File: src/hw/rtl/sppq_pkg.sv
// Package for the stable priority process queue.
// Holds sizes, operation and status codes, and the structs shared by the
// sequencer and the top level. No dependencies.
package sppq_pkg;

  localparam int unsigned QueueDepth = 32;
  localparam int unsigned IdxW       = $clog2(QueueDepth);
  localparam int unsigned CntW       = $clog2(QueueDepth + 1);
  localparam int unsigned IdW        = 5;
  localparam int unsigned PriW       = 8;
  localparam int unsigned EntryW     = IdW + PriW;

  typedef enum logic [1:0] {
    OP_INSERT = 2'd0,
    OP_POP    = 2'd1,
    OP_REMOVE = 2'd2,
    OP_PEEK   = 2'd3
  } op_e;

  typedef enum logic [1:0] {
    ST_DONE      = 2'd0,
    ST_EMPTY     = 2'd1,
    ST_NOT_FOUND = 2'd2,
    ST_DUP       = 2'd3
  } status_e;

  typedef enum logic [3:0] {
    S_IDLE  = 4'b0001,
    S_SCAN  = 4'b0010,
    S_SHIFT = 4'b0100,
    S_DRAIN = 4'b1000
  } state_e;

  typedef struct packed {
    logic [IdW-1:0]  id;
    logic [PriW-1:0] pri;
  } entry_t;

  typedef struct packed {
    op_e             op;
    logic [IdW-1:0]  id;
    logic [PriW-1:0] pri;
  } request_t;

  typedef struct packed {
    status_e         status;
    logic [IdW-1:0]  id;
    logic [PriW-1:0] pri;
    logic            now_empty;
  } result_t;

endpackage

File: src/hw/rtl/sppq_ram.sv
// Generic single-write, single-read synchronous RAM with registered read.
// No dependencies.
module sppq_ram #(
  parameter int unsigned Width = 8,
  parameter int unsigned Depth = 32
) (
  input  logic                     clk_i,
  input  logic                     we_i,
  input  logic [$clog2(Depth)-1:0] waddr_i,
  input  logic [Width-1:0]         wdata_i,
  input  logic [$clog2(Depth)-1:0] raddr_i,
  output logic [Width-1:0]         rdata_o
);

  logic [Width-1:0] mem_q [Depth];
  logic [Width-1:0] rdata_q;

  always_ff @(posedge clk_i) begin
    if (we_i) begin
      mem_q[waddr_i] <= wdata_i;
    end
    rdata_q <= mem_q[raddr_i];
  end

  assign rdata_o = rdata_q;

endmodule

File: src/hw/rtl/sppq_ctrl.sv
// Sequencer for the priority queue: walks the slot RAM one entry a cycle
// to check duplicates, find the insert point and shift entries up or down.
// Depends on sppq_pkg.
module sppq_ctrl (
  input  logic                             clk_i,
  input  logic                             rst_ni,
  input  logic                             req_valid_i,
  input  sppq_pkg::request_t               req_i,
  output logic                             req_ready_o,
  input  logic                             out_free_i,
  output logic                             res_valid_o,
  output sppq_pkg::result_t                res_o,
  output logic                             ram_we_o,
  output logic [sppq_pkg::IdxW-1:0]        ram_waddr_o,
  output sppq_pkg::entry_t                 ram_wdata_o,
  output logic [sppq_pkg::IdxW-1:0]        ram_raddr_o,
  input  sppq_pkg::entry_t                 ram_rdata_i
);
  import sppq_pkg::*;

  state_e          state_q, state_d;
  request_t        req_q, req_d;
  logic [CntW-1:0] n_q, n_d;
  logic [CntW-1:0] issue_q, issue_d;
  logic [CntW-1:0] lim_q, lim_d;
  logic [CntW-1:0] pos_q, pos_d;
  logic            pend_q, pend_d;
  logic [IdxW-1:0] pend_idx_q, pend_idx_d;
  logic            dup_q, dup_d;
  logic            pos_found_q, pos_found_d;
  logic            found_q, found_d;
  entry_t          carry_q, carry_d;
  entry_t          hit_q, hit_d;

  logic accept;
  logic issue_en;
  logic scan_done;

  assign req_ready_o = (state_q == S_IDLE) && out_free_i;
  assign accept      = req_valid_i && req_ready_o;
  assign issue_en    = (state_q != S_IDLE) && (issue_q != lim_q);
  // all reads issued and the last read word consumed
  assign scan_done   = (issue_q == lim_q) && !pend_q;
  assign ram_raddr_o = issue_q[IdxW-1:0];

  always_comb begin
    state_d     = state_q;
    req_d       = req_q;
    n_d         = n_q;
    issue_d     = issue_q;
    lim_d       = lim_q;
    pos_d       = pos_q;
    pend_d      = 1'b0;
    pend_idx_d  = pend_idx_q;
    dup_d       = dup_q;
    pos_found_d = pos_found_q;
    found_d     = found_q;
    carry_d     = carry_q;
    hit_d       = hit_q;
    ram_we_o    = 1'b0;
    ram_waddr_o = '0;
    ram_wdata_o = carry_q;
    res_valid_o = 1'b0;
    res_o       = '{status: ST_DONE, id: '0, pri: '0, now_empty: 1'b0};

    if (issue_en) begin
      issue_d    = issue_q + CntW'(1);
      pend_d     = 1'b1;
      pend_idx_d = issue_q[IdxW-1:0];
    end

    case (state_q)
      S_IDLE: begin
        if (accept) begin
          req_d       = req_i;
          issue_d     = '0;
          dup_d       = 1'b0;
          pos_found_d = 1'b0;
          found_d     = 1'b0;
          lim_d       = n_q;
          if (req_i.op == OP_INSERT) begin
            state_d = S_SCAN;
          end else begin
            if (req_i.op == OP_PEEK) begin
              lim_d = (n_q != '0) ? CntW'(1) : '0;
            end
            state_d = S_DRAIN;
          end
        end
      end

      S_SCAN: begin
        if (pend_q) begin
          if (ram_rdata_i.id == req_q.id) begin
            dup_d = 1'b1;
          end
          if (!pos_found_q && (ram_rdata_i.pri < req_q.pri)) begin
            pos_found_d = 1'b1;
            pos_d       = CntW'(pend_idx_q);
          end
        end
        if (scan_done) begin
          if (dup_q) begin
            res_valid_o = 1'b1;
            res_o       = '{status: ST_DUP, id: '0, pri: '0, now_empty: (n_q == '0)};
            state_d     = S_IDLE;
          end else begin
            issue_d = pos_found_q ? pos_q : n_q;
            lim_d   = n_q;
            carry_d = '{id: req_q.id, pri: req_q.pri};
            state_d = S_SHIFT;
          end
        end
      end

      S_SHIFT: begin
        // carry ripples one slot toward the tail per read word
        if (pend_q) begin
          ram_we_o    = 1'b1;
          ram_waddr_o = pend_idx_q;
          ram_wdata_o = carry_q;
          carry_d     = ram_rdata_i;
        end
        if (scan_done) begin
          res_valid_o = 1'b1;
          state_d     = S_IDLE;
          if (n_q < CntW'(QueueDepth)) begin
            ram_we_o    = 1'b1;
            ram_waddr_o = n_q[IdxW-1:0];
            ram_wdata_o = carry_q;
            n_d         = n_q + CntW'(1);
          end else begin
            // full row: the entry pushed off the tail is reported
            res_o.id  = carry_q.id;
            res_o.pri = carry_q.pri;
          end
        end
      end

      S_DRAIN: begin
        if (pend_q) begin
          if (!found_q) begin
            if ((req_q.op != OP_REMOVE) || (ram_rdata_i.id == req_q.id)) begin
              found_d = 1'b1;
              hit_d   = ram_rdata_i;
            end
          end else begin
            ram_we_o    = 1'b1;
            ram_waddr_o = pend_idx_q - IdxW'(1);
            ram_wdata_o = ram_rdata_i;
          end
        end
        if (scan_done) begin
          res_valid_o = 1'b1;
          state_d     = S_IDLE;
          if (found_q) begin
            res_o.id  = hit_q.id;
            res_o.pri = hit_q.pri;
            if (req_q.op == OP_PEEK) begin
              res_o.now_empty = (n_q == '0);
            end else begin
              n_d             = n_q - CntW'(1);
              res_o.now_empty = (n_q == CntW'(1));
            end
          end else begin
            res_o.status    = (req_q.op == OP_REMOVE) ? ST_NOT_FOUND : ST_EMPTY;
            res_o.now_empty = (n_q == '0);
          end
        end
      end

      default: begin
        state_d = S_IDLE;
      end
    endcase
  end

  always_ff @(posedge clk_i or negedge rst_ni) begin
    if (!rst_ni) begin
      state_q     <= S_IDLE;
      n_q         <= '0;
      issue_q     <= '0;
      lim_q       <= '0;
      pend_q      <= 1'b0;
      dup_q       <= 1'b0;
      pos_found_q <= 1'b0;
      found_q     <= 1'b0;
    end else begin
      state_q     <= state_d;
      n_q         <= n_d;
      issue_q     <= issue_d;
      lim_q       <= lim_d;
      pend_q      <= pend_d;
      dup_q       <= dup_d;
      pos_found_q <= pos_found_d;
      found_q     <= found_d;
    end
  end

  always_ff @(posedge clk_i) begin
    req_q      <= req_d;
    pos_q      <= pos_d;
    pend_idx_q <= pend_idx_d;
    carry_q    <= carry_d;
    hit_q      <= hit_d;
  end

endmodule

File: src/hw/rtl/stable_priority_process_queue.sv
// Stable priority process queue: slots kept in descending priority in one RAM.
// Peek reads the head slot; pop and remove walk every entry held; insert scans every
// entry for a duplicate and the insert slot, then, unless a duplicate, shifts the entries
// from that slot toward the tail; each walk does one RAM read and write per cycle.
// One op in flight. Reset (async, active low) empties the queue; slots not cleared.
// Depends on sppq_pkg, sppq_ctrl, sppq_ram.
module stable_priority_process_queue (
  input  logic        clk_i,
  input  logic        rst_ni,
  input  logic        s_axis_tvalid_i,
  output logic        s_axis_tready_o,
  input  logic [15:0] s_axis_tdata_i,  // opcode[1:0], proc_id[6:2], priority_req[14:7], pad
  output logic        m_axis_tvalid_o,
  input  logic        m_axis_tready_i,
  output logic [15:0] m_axis_tdata_o   // status[1:0], out_id[6:2], out_priority[14:7],
                                       // now_empty[15]
);
  import sppq_pkg::*;

  request_t        req;
  result_t         res;
  logic            res_valid;
  logic            out_free;
  logic            ram_we;
  logic [IdxW-1:0] ram_waddr;
  logic [IdxW-1:0] ram_raddr;
  entry_t          ram_wdata;
  entry_t          ram_rdata;
  logic            out_valid_q;
  result_t         out_q;

  assign req.op  = op_e'(s_axis_tdata_i[1:0]);
  assign req.id  = s_axis_tdata_i[6:2];
  assign req.pri = s_axis_tdata_i[14:7];

  assign out_free = !out_valid_q || m_axis_tready_i;

  sppq_ctrl u_ctrl (
    .clk_i       (clk_i),
    .rst_ni      (rst_ni),
    .req_valid_i (s_axis_tvalid_i),
    .req_i       (req),
    .req_ready_o (s_axis_tready_o),
    .out_free_i  (out_free),
    .res_valid_o (res_valid),
    .res_o       (res),
    .ram_we_o    (ram_we),
    .ram_waddr_o (ram_waddr),
    .ram_wdata_o (ram_wdata),
    .ram_raddr_o (ram_raddr),
    .ram_rdata_i (ram_rdata)
  );

  sppq_ram #(
    .Width (EntryW),
    .Depth (QueueDepth)
  ) u_slot_ram (
    .clk_i   (clk_i),
    .we_i    (ram_we),
    .waddr_i (ram_waddr),
    .wdata_i (ram_wdata),
    .raddr_i (ram_raddr),
    .rdata_o (ram_rdata)
  );

  // result register; a new transfer is only taken once it is free
  always_ff @(posedge clk_i or negedge rst_ni) begin
    if (!rst_ni) begin
      out_valid_q <= 1'b0;
    end else if (res_valid) begin
      out_valid_q <= 1'b1;
    end else if (m_axis_tready_i) begin
      out_valid_q <= 1'b0;
    end
  end

  always_ff @(posedge clk_i) begin
    if (res_valid) begin
      out_q <= res;
    end
  end

  assign m_axis_tvalid_o = out_valid_q;
  assign m_axis_tdata_o  = {out_q.now_empty, out_q.pri, out_q.id, out_q.status};

  // a finished result never lands on one still waiting
  a_no_overwrite : assert property (@(posedge clk_i) disable iff (!rst_ni)
    res_valid |-> !out_valid_q)
    else $error("result produced while output register busy");

  a_ready_needs_room : assert property (@(posedge clk_i) disable iff (!rst_ni)
    s_axis_tready_o |-> (!out_valid_q || m_axis_tready_i))
    else $error("input ready while result cannot drain");

  a_empty_status : assert property (@(posedge clk_i) disable iff (!rst_ni)
    (res_valid && (res.status == ST_EMPTY)) |-> (res.now_empty && (res.id == '0)))
    else $error("empty status with inconsistent fields");

  a_dup_clean : assert property (@(posedge clk_i) disable iff (!rst_ni)
    (res_valid && (res.status == ST_DUP)) |-> (res.id == '0 && res.pri == '0))
    else $error("duplicate reject reports an entry");

endmodule
File: config.mk
export PLATFORM = sky130hd
export DESIGN_NAME = stable_priority_process_queue
export DESIGN_NICKNAME = d
export VERILOG_FILES = /design/src/hw/rtl/sppq_pkg.sv /design/src/hw/rtl/sppq_ram.sv /design/src/hw/rtl/sppq_ctrl.sv /design/src/hw/rtl/stable_priority_process_queue.sv
export SDC_FILE = /design/constraint.sdc
export NUM_CORES = 1
export LEC_CHECK = 0
export ABC_AREA = 1
export BUFFER_PORTS_ARGS = -buffer_cell sky130_fd_sc_hd__clkbuf_2
export CAP_MARGIN = 10
export CORE_UTILIZATION = 65
export DETAILED_ROUTE_END_ITERATION = 7
export GPL_ROUTABILITY_DRIVEN = 0
export PLACE_DENSITY_LB_ADDON = 0.2
export SETUP_SLACK_MARGIN = 0.2
export SYNTH_ARGS = -nofsm -noshare
export SYNTH_HDL_FRONTEND = slang
export SYNTH_HIERARCHICAL = 1
export SYNTH_SLANG_ARGS = --single-unit
File: constraint.sdc
create_clock -name clk_i -period 4.7 [get_ports clk_i]
set_input_delay 0 -clock clk_i [delete_from_list [all_inputs] [get_ports clk_i]]
set_output_delay 0 -clock clk_i [all_outputs]
set_load 0.01 [all_outputs]
# After elaboration in Yosys (flattened, before gate mapping)
# Memories as Yosys holds them, arrays and structs flattened. A register that Yosys moved wholly into a read port is not among the register bits.
# Index checks and enable logic that the tools add are counted.
[totals]
ff_bits = 94
ram_bits = 416
input_bits = 20
output_inout_bits = 18
wordCells = 163
n_memories = 1
[mem_list]
columns = ["name", "words", "word_bits", "read_ports", "rd_ports_with_merged_regs", "write_ports", "line_no", "source"]
rows = [
  ["u_slot_ram.mem_q", 32, 13, 1, 1, 1, "sppq_ram.sv:15", "logic [Width-1:0] mem_q [Depth];"],
]
[op_classes]
add_sub_neg = 4
n_lt_le_gt_ge = 2
n_eq_ne = 27
mux = 77
bitwise = 1
reduce_logical = 29
[op_table]
columns = ["op", "n"]
rows = [
  ["two-way mux 13 bit", 9],
  ["two-way mux 6 bit", 15],
  ["two-way mux 16 bit", 3],
  ["one-hot mux 13 bit (3 select lines)", 1],
  ["one-hot mux 6 bit (2 select lines)", 3],
  ["one-hot mux 13 bit (2 select lines)", 1],
  ["two-way mux 5 bit", 5],
  ["two-way mux 1 bit", 24],
  ["!= test 2 x 1 -> 1 bit (second input constant)", 12],
  ["AND reduction 4 bit", 5],
  ["two-way mux 4 bit", 4],
  ["adder 6 x 1 -> 6 bit (second input constant)", 2],
  ["one-hot mux 1 bit (2 select lines)", 6],
  ["one-hot mux 4 bit (3 select lines)", 1],
  ["one-hot mux 5 bit (2 select lines)", 1],
  ["nonzero test 2 bit", 5],
  ["AND reduction 3 bit", 3],
  ["< comparator 8 bit", 1],
  ["equality test 2 bit (second input constant)", 3],
  ["equality test 6 x 1 -> 1 bit (second input constant)", 1],
  ["equality test 6 bit", 1],
  ["logical NOT 6 bit", 1],
  ["< comparator 6 bit (second input constant)", 1],
  ["!= test 2 bit (second input constant)", 3],
  ["21 further kinds", 29],
]

# Logic depth before layout (Yosys ltp)
[logic_depth]
ltp_word = 6
depth_mapped = 14
ltp_nobuf = 14

# By module
# Netlist, hierarchy kept.
[by_module_without_submodules]
columns = ["module", "instances", "cells_per_inst", "area_per_inst_um2", "seq_area_each_um2"]
rows = [
  ["sppq_ram", 1, 1466, 17140.2, 12752.2],
  ["sppq_ctrl", 1, 499, 4376.7, 2183.3],
  ["stable_priority_process_queue", 1, 21, 525.5, 505.5],
]

# Least setup slack after synthesis
# No wires, ideal clock.
[synth_path]
kind = "reg2reg"
from = "reg u_ctrl.state_q[1]"
to = "mem u_slot_ram/mem_q[0][10] (netlist name), data pin"
setup_ns = 0.454
arrival_ns = 2.464
required_ns = 4.246
path_slack_ns = 1.782
stages_incl_launch_ff = 7
path_buffers = 1
period_less_slack_ns = 2.918
cell_sequence = "dfrtp_1 > nor2_1 > nand3_1 > nor2_1 > nand2_1 > buf_2 > o21ai_0"
[synth_lines]
columns = ["item", "line_no", "source"]
rows = [
  ["start: declaration", "sppq_ctrl.sv:21", "state_e state_q, state_d;"],
  ["start signal: assignment", "sppq_ctrl.sv:189", "state_q <= state_d;"],
  ["end: declaration", "sppq_ram.sv:15", ""],
]

# Worst setup path in the final report
[layout_path]
from = "reg u_ctrl.state_q[1]"
to = "mem u_slot_ram/mem_q[23][7] (netlist name), enable pin"
[layout_between]
elab_cells_between_ends = 6
cone_classes = "eq/ne: 2; mux: 4"
[layout_lines]
columns = ["item", "line_no", "source"]
rows = [
  ["equality test 4 bit or equality test 4 x 3 -> 1 bit (tied branches)", "sppq_ctrl.sv:72", "case (state_q)"],
  ["one-hot mux 5 bit (2 select lines) (*)", "sppq_ctrl.sv:72", ""],
  ["named net ram_waddr[2]", "stable_priority_process_queue.sv:25", "logic [IdxW-1:0] ram_waddr;"],
]
# Mark *: on every way through the listed nets, which the timed path passes. The rest lies on a longest branch.

==> impl_metrics.toml <==
[sta]
final_hold_viol_count = 0
fin_skew_ns = 0.0147
slew_viol_final = 0
final.setup.tns_ns = 0
layout_min_cycle_time_ns = 3.61
finalCritPeriodShare_pct = 76.9
relSlewSlack_pct = 12.5
whs_ns = 0.121
worstMarginPinSlew_ns = 1.31
setup_viol = 0
fmax_mhz = 277
rsz0062_at_grt = "false"

[detailed_routing]
detail-route-antenna-nets = 0
vias = 15325
first_pass_iters = 8
drt_iter0_drc = 1970
wl_per_cell_um = 20.8
viasPerCell = 6.04
drc_errors = 0
wl_um = 52800

[setup_path]
end_kind = "flop"
cp_data_arrival_time_ns = 3.91
crit_chain = "nor2_1 -> nand3_1 -> nor2_1 -> nand2_1 -> inv_1 -> a22oi_1 -> o21ai_0 -> buf_4 -> nand3_1 -> nor2_1 -> buf_4"
reg2reg_slack_ns = 1.09
start_kind = "flop"
path_buf_inv = 3
path_depth = 11
crit_required_ns = 4.99
cp_max_fo = 13
reg2reg_depth = 11
worst-setup-path-type = "flop to flop"
slowest_delay_ns = 0.51
slowest_stage = "nor2_1"
cp_common_cell = "nor2_1"
critPathTopFamily = "simple AND/OR/NAND/NOR gates"

[clock_network]
cts_num_sinks = 523
cts_buffers = 51
clock_path_buffers = 3
clkSlewWorstSetupHoldPaths_ns = 0.06
worstSkewPairLatency_ns = 0.59
htree_num_levels = 2
post-cts-setup-buffer-count = 0
cts_tree = "yes"
cts-root-buf = "clkbuf_16"

[synth]
syn-cell-area_um2 = 22000
async_flop_share_pct = 5.16
synth.distinct_cells = 42
synth_seq_cells = 523
netlist.area_leader.share_pct = 65.8
synth_area_leader_cell = "edfxtp_1"
synth_seq_area_share_pct = 70.1
synth_edf_count = 483
yosysMostFrequentCell = "nand2_1"
synthCells = 1986
syn_nets = 2019
ys_warn_count = 6
synth.top_cells.by_area = "edfxtp_1 (66%), nand2_1 (12%), nand3_1 (8.0%), dfrtp_1 (3.0%), buf_2 (1.2%)"
synth_top_cells_by_count = "nand2_1 (732), edfxtp_1 (483), nand3_1 (354)"
avgSynthCellArea_um2 = 11.1
synth-main-ff-cell = "edfxtp_1"

[power]
p_clk_share_pct = 30.0
swShare_pct = 35.2
seq_power_share_pct = 41.1
p_sw_mw = 4.86
p_comb_share_pct = 28.9
powerDensity_nw_per_um2 = 559
ir_drop_mv = 0.550
leakage_nw = 9.33
power.internal_mw = 8.95

[placement]
placed_cell_area_um2 = 22800
hpwl_um = 31300
portBuffers = 36
dp.cells = 2429

[floorplan]
die_x_um = 186
io_pins = 38
rows = 67
initial_core_util_pct = 65.9
dieArea_um2 = 34700
coreArea_um2 = 33400
die_y_um = 186

[flow_run]
maxCapViolCount = 0

[outcome]
status = "complete, no violations"

[hold_path]
hp-class = "input pin to flop"
whs_path_depth = 2

[grt]
grt_pass1_vias = 14430
grt_pass1_wl_um = 79800
grt_max_degree = 214
grt_usage_pct = 31.1
gr-total-overflow = 0
antenna_found_initial = 0

[final_layout]
syn_to_final_growth_pct = 12.1
multi_input_area_um2 = 5860
fillCellCount = 2182
postLayoutCoreUtil_pct = 73.9
final_area_um2 = 24700
fin_nets = 2087
drive_gt1_share_pct = 10.3
n_antenna_cell = 0
register_area_um2 = 15400
fin_cells = 2539
==> cell families after synthesis <==
family | after synthesis | share of synthesized area (%)
buffers and inverters | 165 | 3.41
xor gates and xnor gates | 26 | 1.03
and+or+nand+nor | 1178 | 22.7
AOI/OAI and AO/OA | 81 | 2.09
adders and majority gates | 13 | 0.738
DFF | 523 | 70.1
==> layout by cell type, fill, tap and decap left out, types with 8 or more instances in the layout <==
master and n:
nand2_1 732, edfxtp_1 483, nand3_1 354, buf_4 64
nor2_1 57, clkbuf_16 52, inv_1 49, clkbuf_2 36
o21ai_0 32, a21oi_1 28, dfrtp_1 23, dlygate4sd3_1 19
xnor2_1 13, xor2_1 13, ha_1 13, dfxtp_1 13
clkinv_1 12, nand4_1 11, nand2_2 9, o21ai_2 9
bufinv_16 8, clkbuf_1 8, clkinv_2 8
==> metrics by stage <==
step / setup slack, ns / total power, mW
after CTS: 1.16 / 13.7
after detailed placement: 1.22 / 9.60
after global placement: 1.37 / 9.49
after floorplan: 1.78 / 8.40
final: 1.09 / 13.8
after global routing: 0.856 / 14.4
==> state kept, by name, indices dropped and copies added, names as in the netlist, 6 cells and up <==
| register | count |
|---|---|
| u_ctrl/req_q | 15 |
| u_ctrl/carry_q | 13 |
| m_axis_tdata_o | 16 |
| u_ctrl/hit_q | 13 |
| u_slot_ram/mem_q | 416 |
| u_ctrl/lim_q | 6 |
| u_slot_ram/rdata_o | 13 |
| u_ctrl/n_q | 6 |
| u_ctrl/issue_q | 6 |
==> final timing paths <==
path,startpoint,to
max,u_ctrl/state_q[1],u_slot_ram/mem_q[23][7]
min,s_axis_tdata_i[10],u_ctrl/req_q[3]
max reg2reg,u_ctrl/state_q[1],u_slot_ram/mem_q[23][7]
min reg2reg,u_ctrl/pend_idx_q[4],u_ctrl/pos_q[4]
max in group asynchronous,rst_ni,u_ctrl/issue_q[1]
min in group asynchronous,rst_ni,u_ctrl/n_q[3]
==> routing by layer <==
layer	up-vias	global-route usage [%]	part of all wire (%)
li1	6970	-	-
met2	851	51.1	49
met3	136	4.67	9.8
met4	0	12.2	3.4
met5	-	0	0
met1	7368	42.4	38
==> power by group through the flow <==
| stage | logic [mW] | registers, mW | clock network (mW) |
|---|---|---|---|
| after global placement | 3.74 | 5.75 | 0 |
| after CTS | 3.89 | 5.66 | 4.18 |
| after global routing | 4.35 | 5.69 | 4.36 |
| after detailed placement | 3.84 | 5.75 | 0 |
| after floorplan | 2.75 | 5.65 | 0 |
| final | 3.99 | 5.68 | 4.15 |
==> final cells by class <==
cell class | instances | area share, %
clock buffers | 60 | 5.39
clock inverters | 30 | 1.46
inverters | 58 | 0.917
multi-input cells | 1298 | 23.7
flip-flops and latches | 523 | 62.5
well taps | 448 | 2.27
repair buffers | 122 | 3.69
==> timing repair <==
action	CTS	global route
endpoints found under the hold margin	56	0
hold buffers	20	0
resized for setup	0	0
Power figures use the tool's default switching activity.
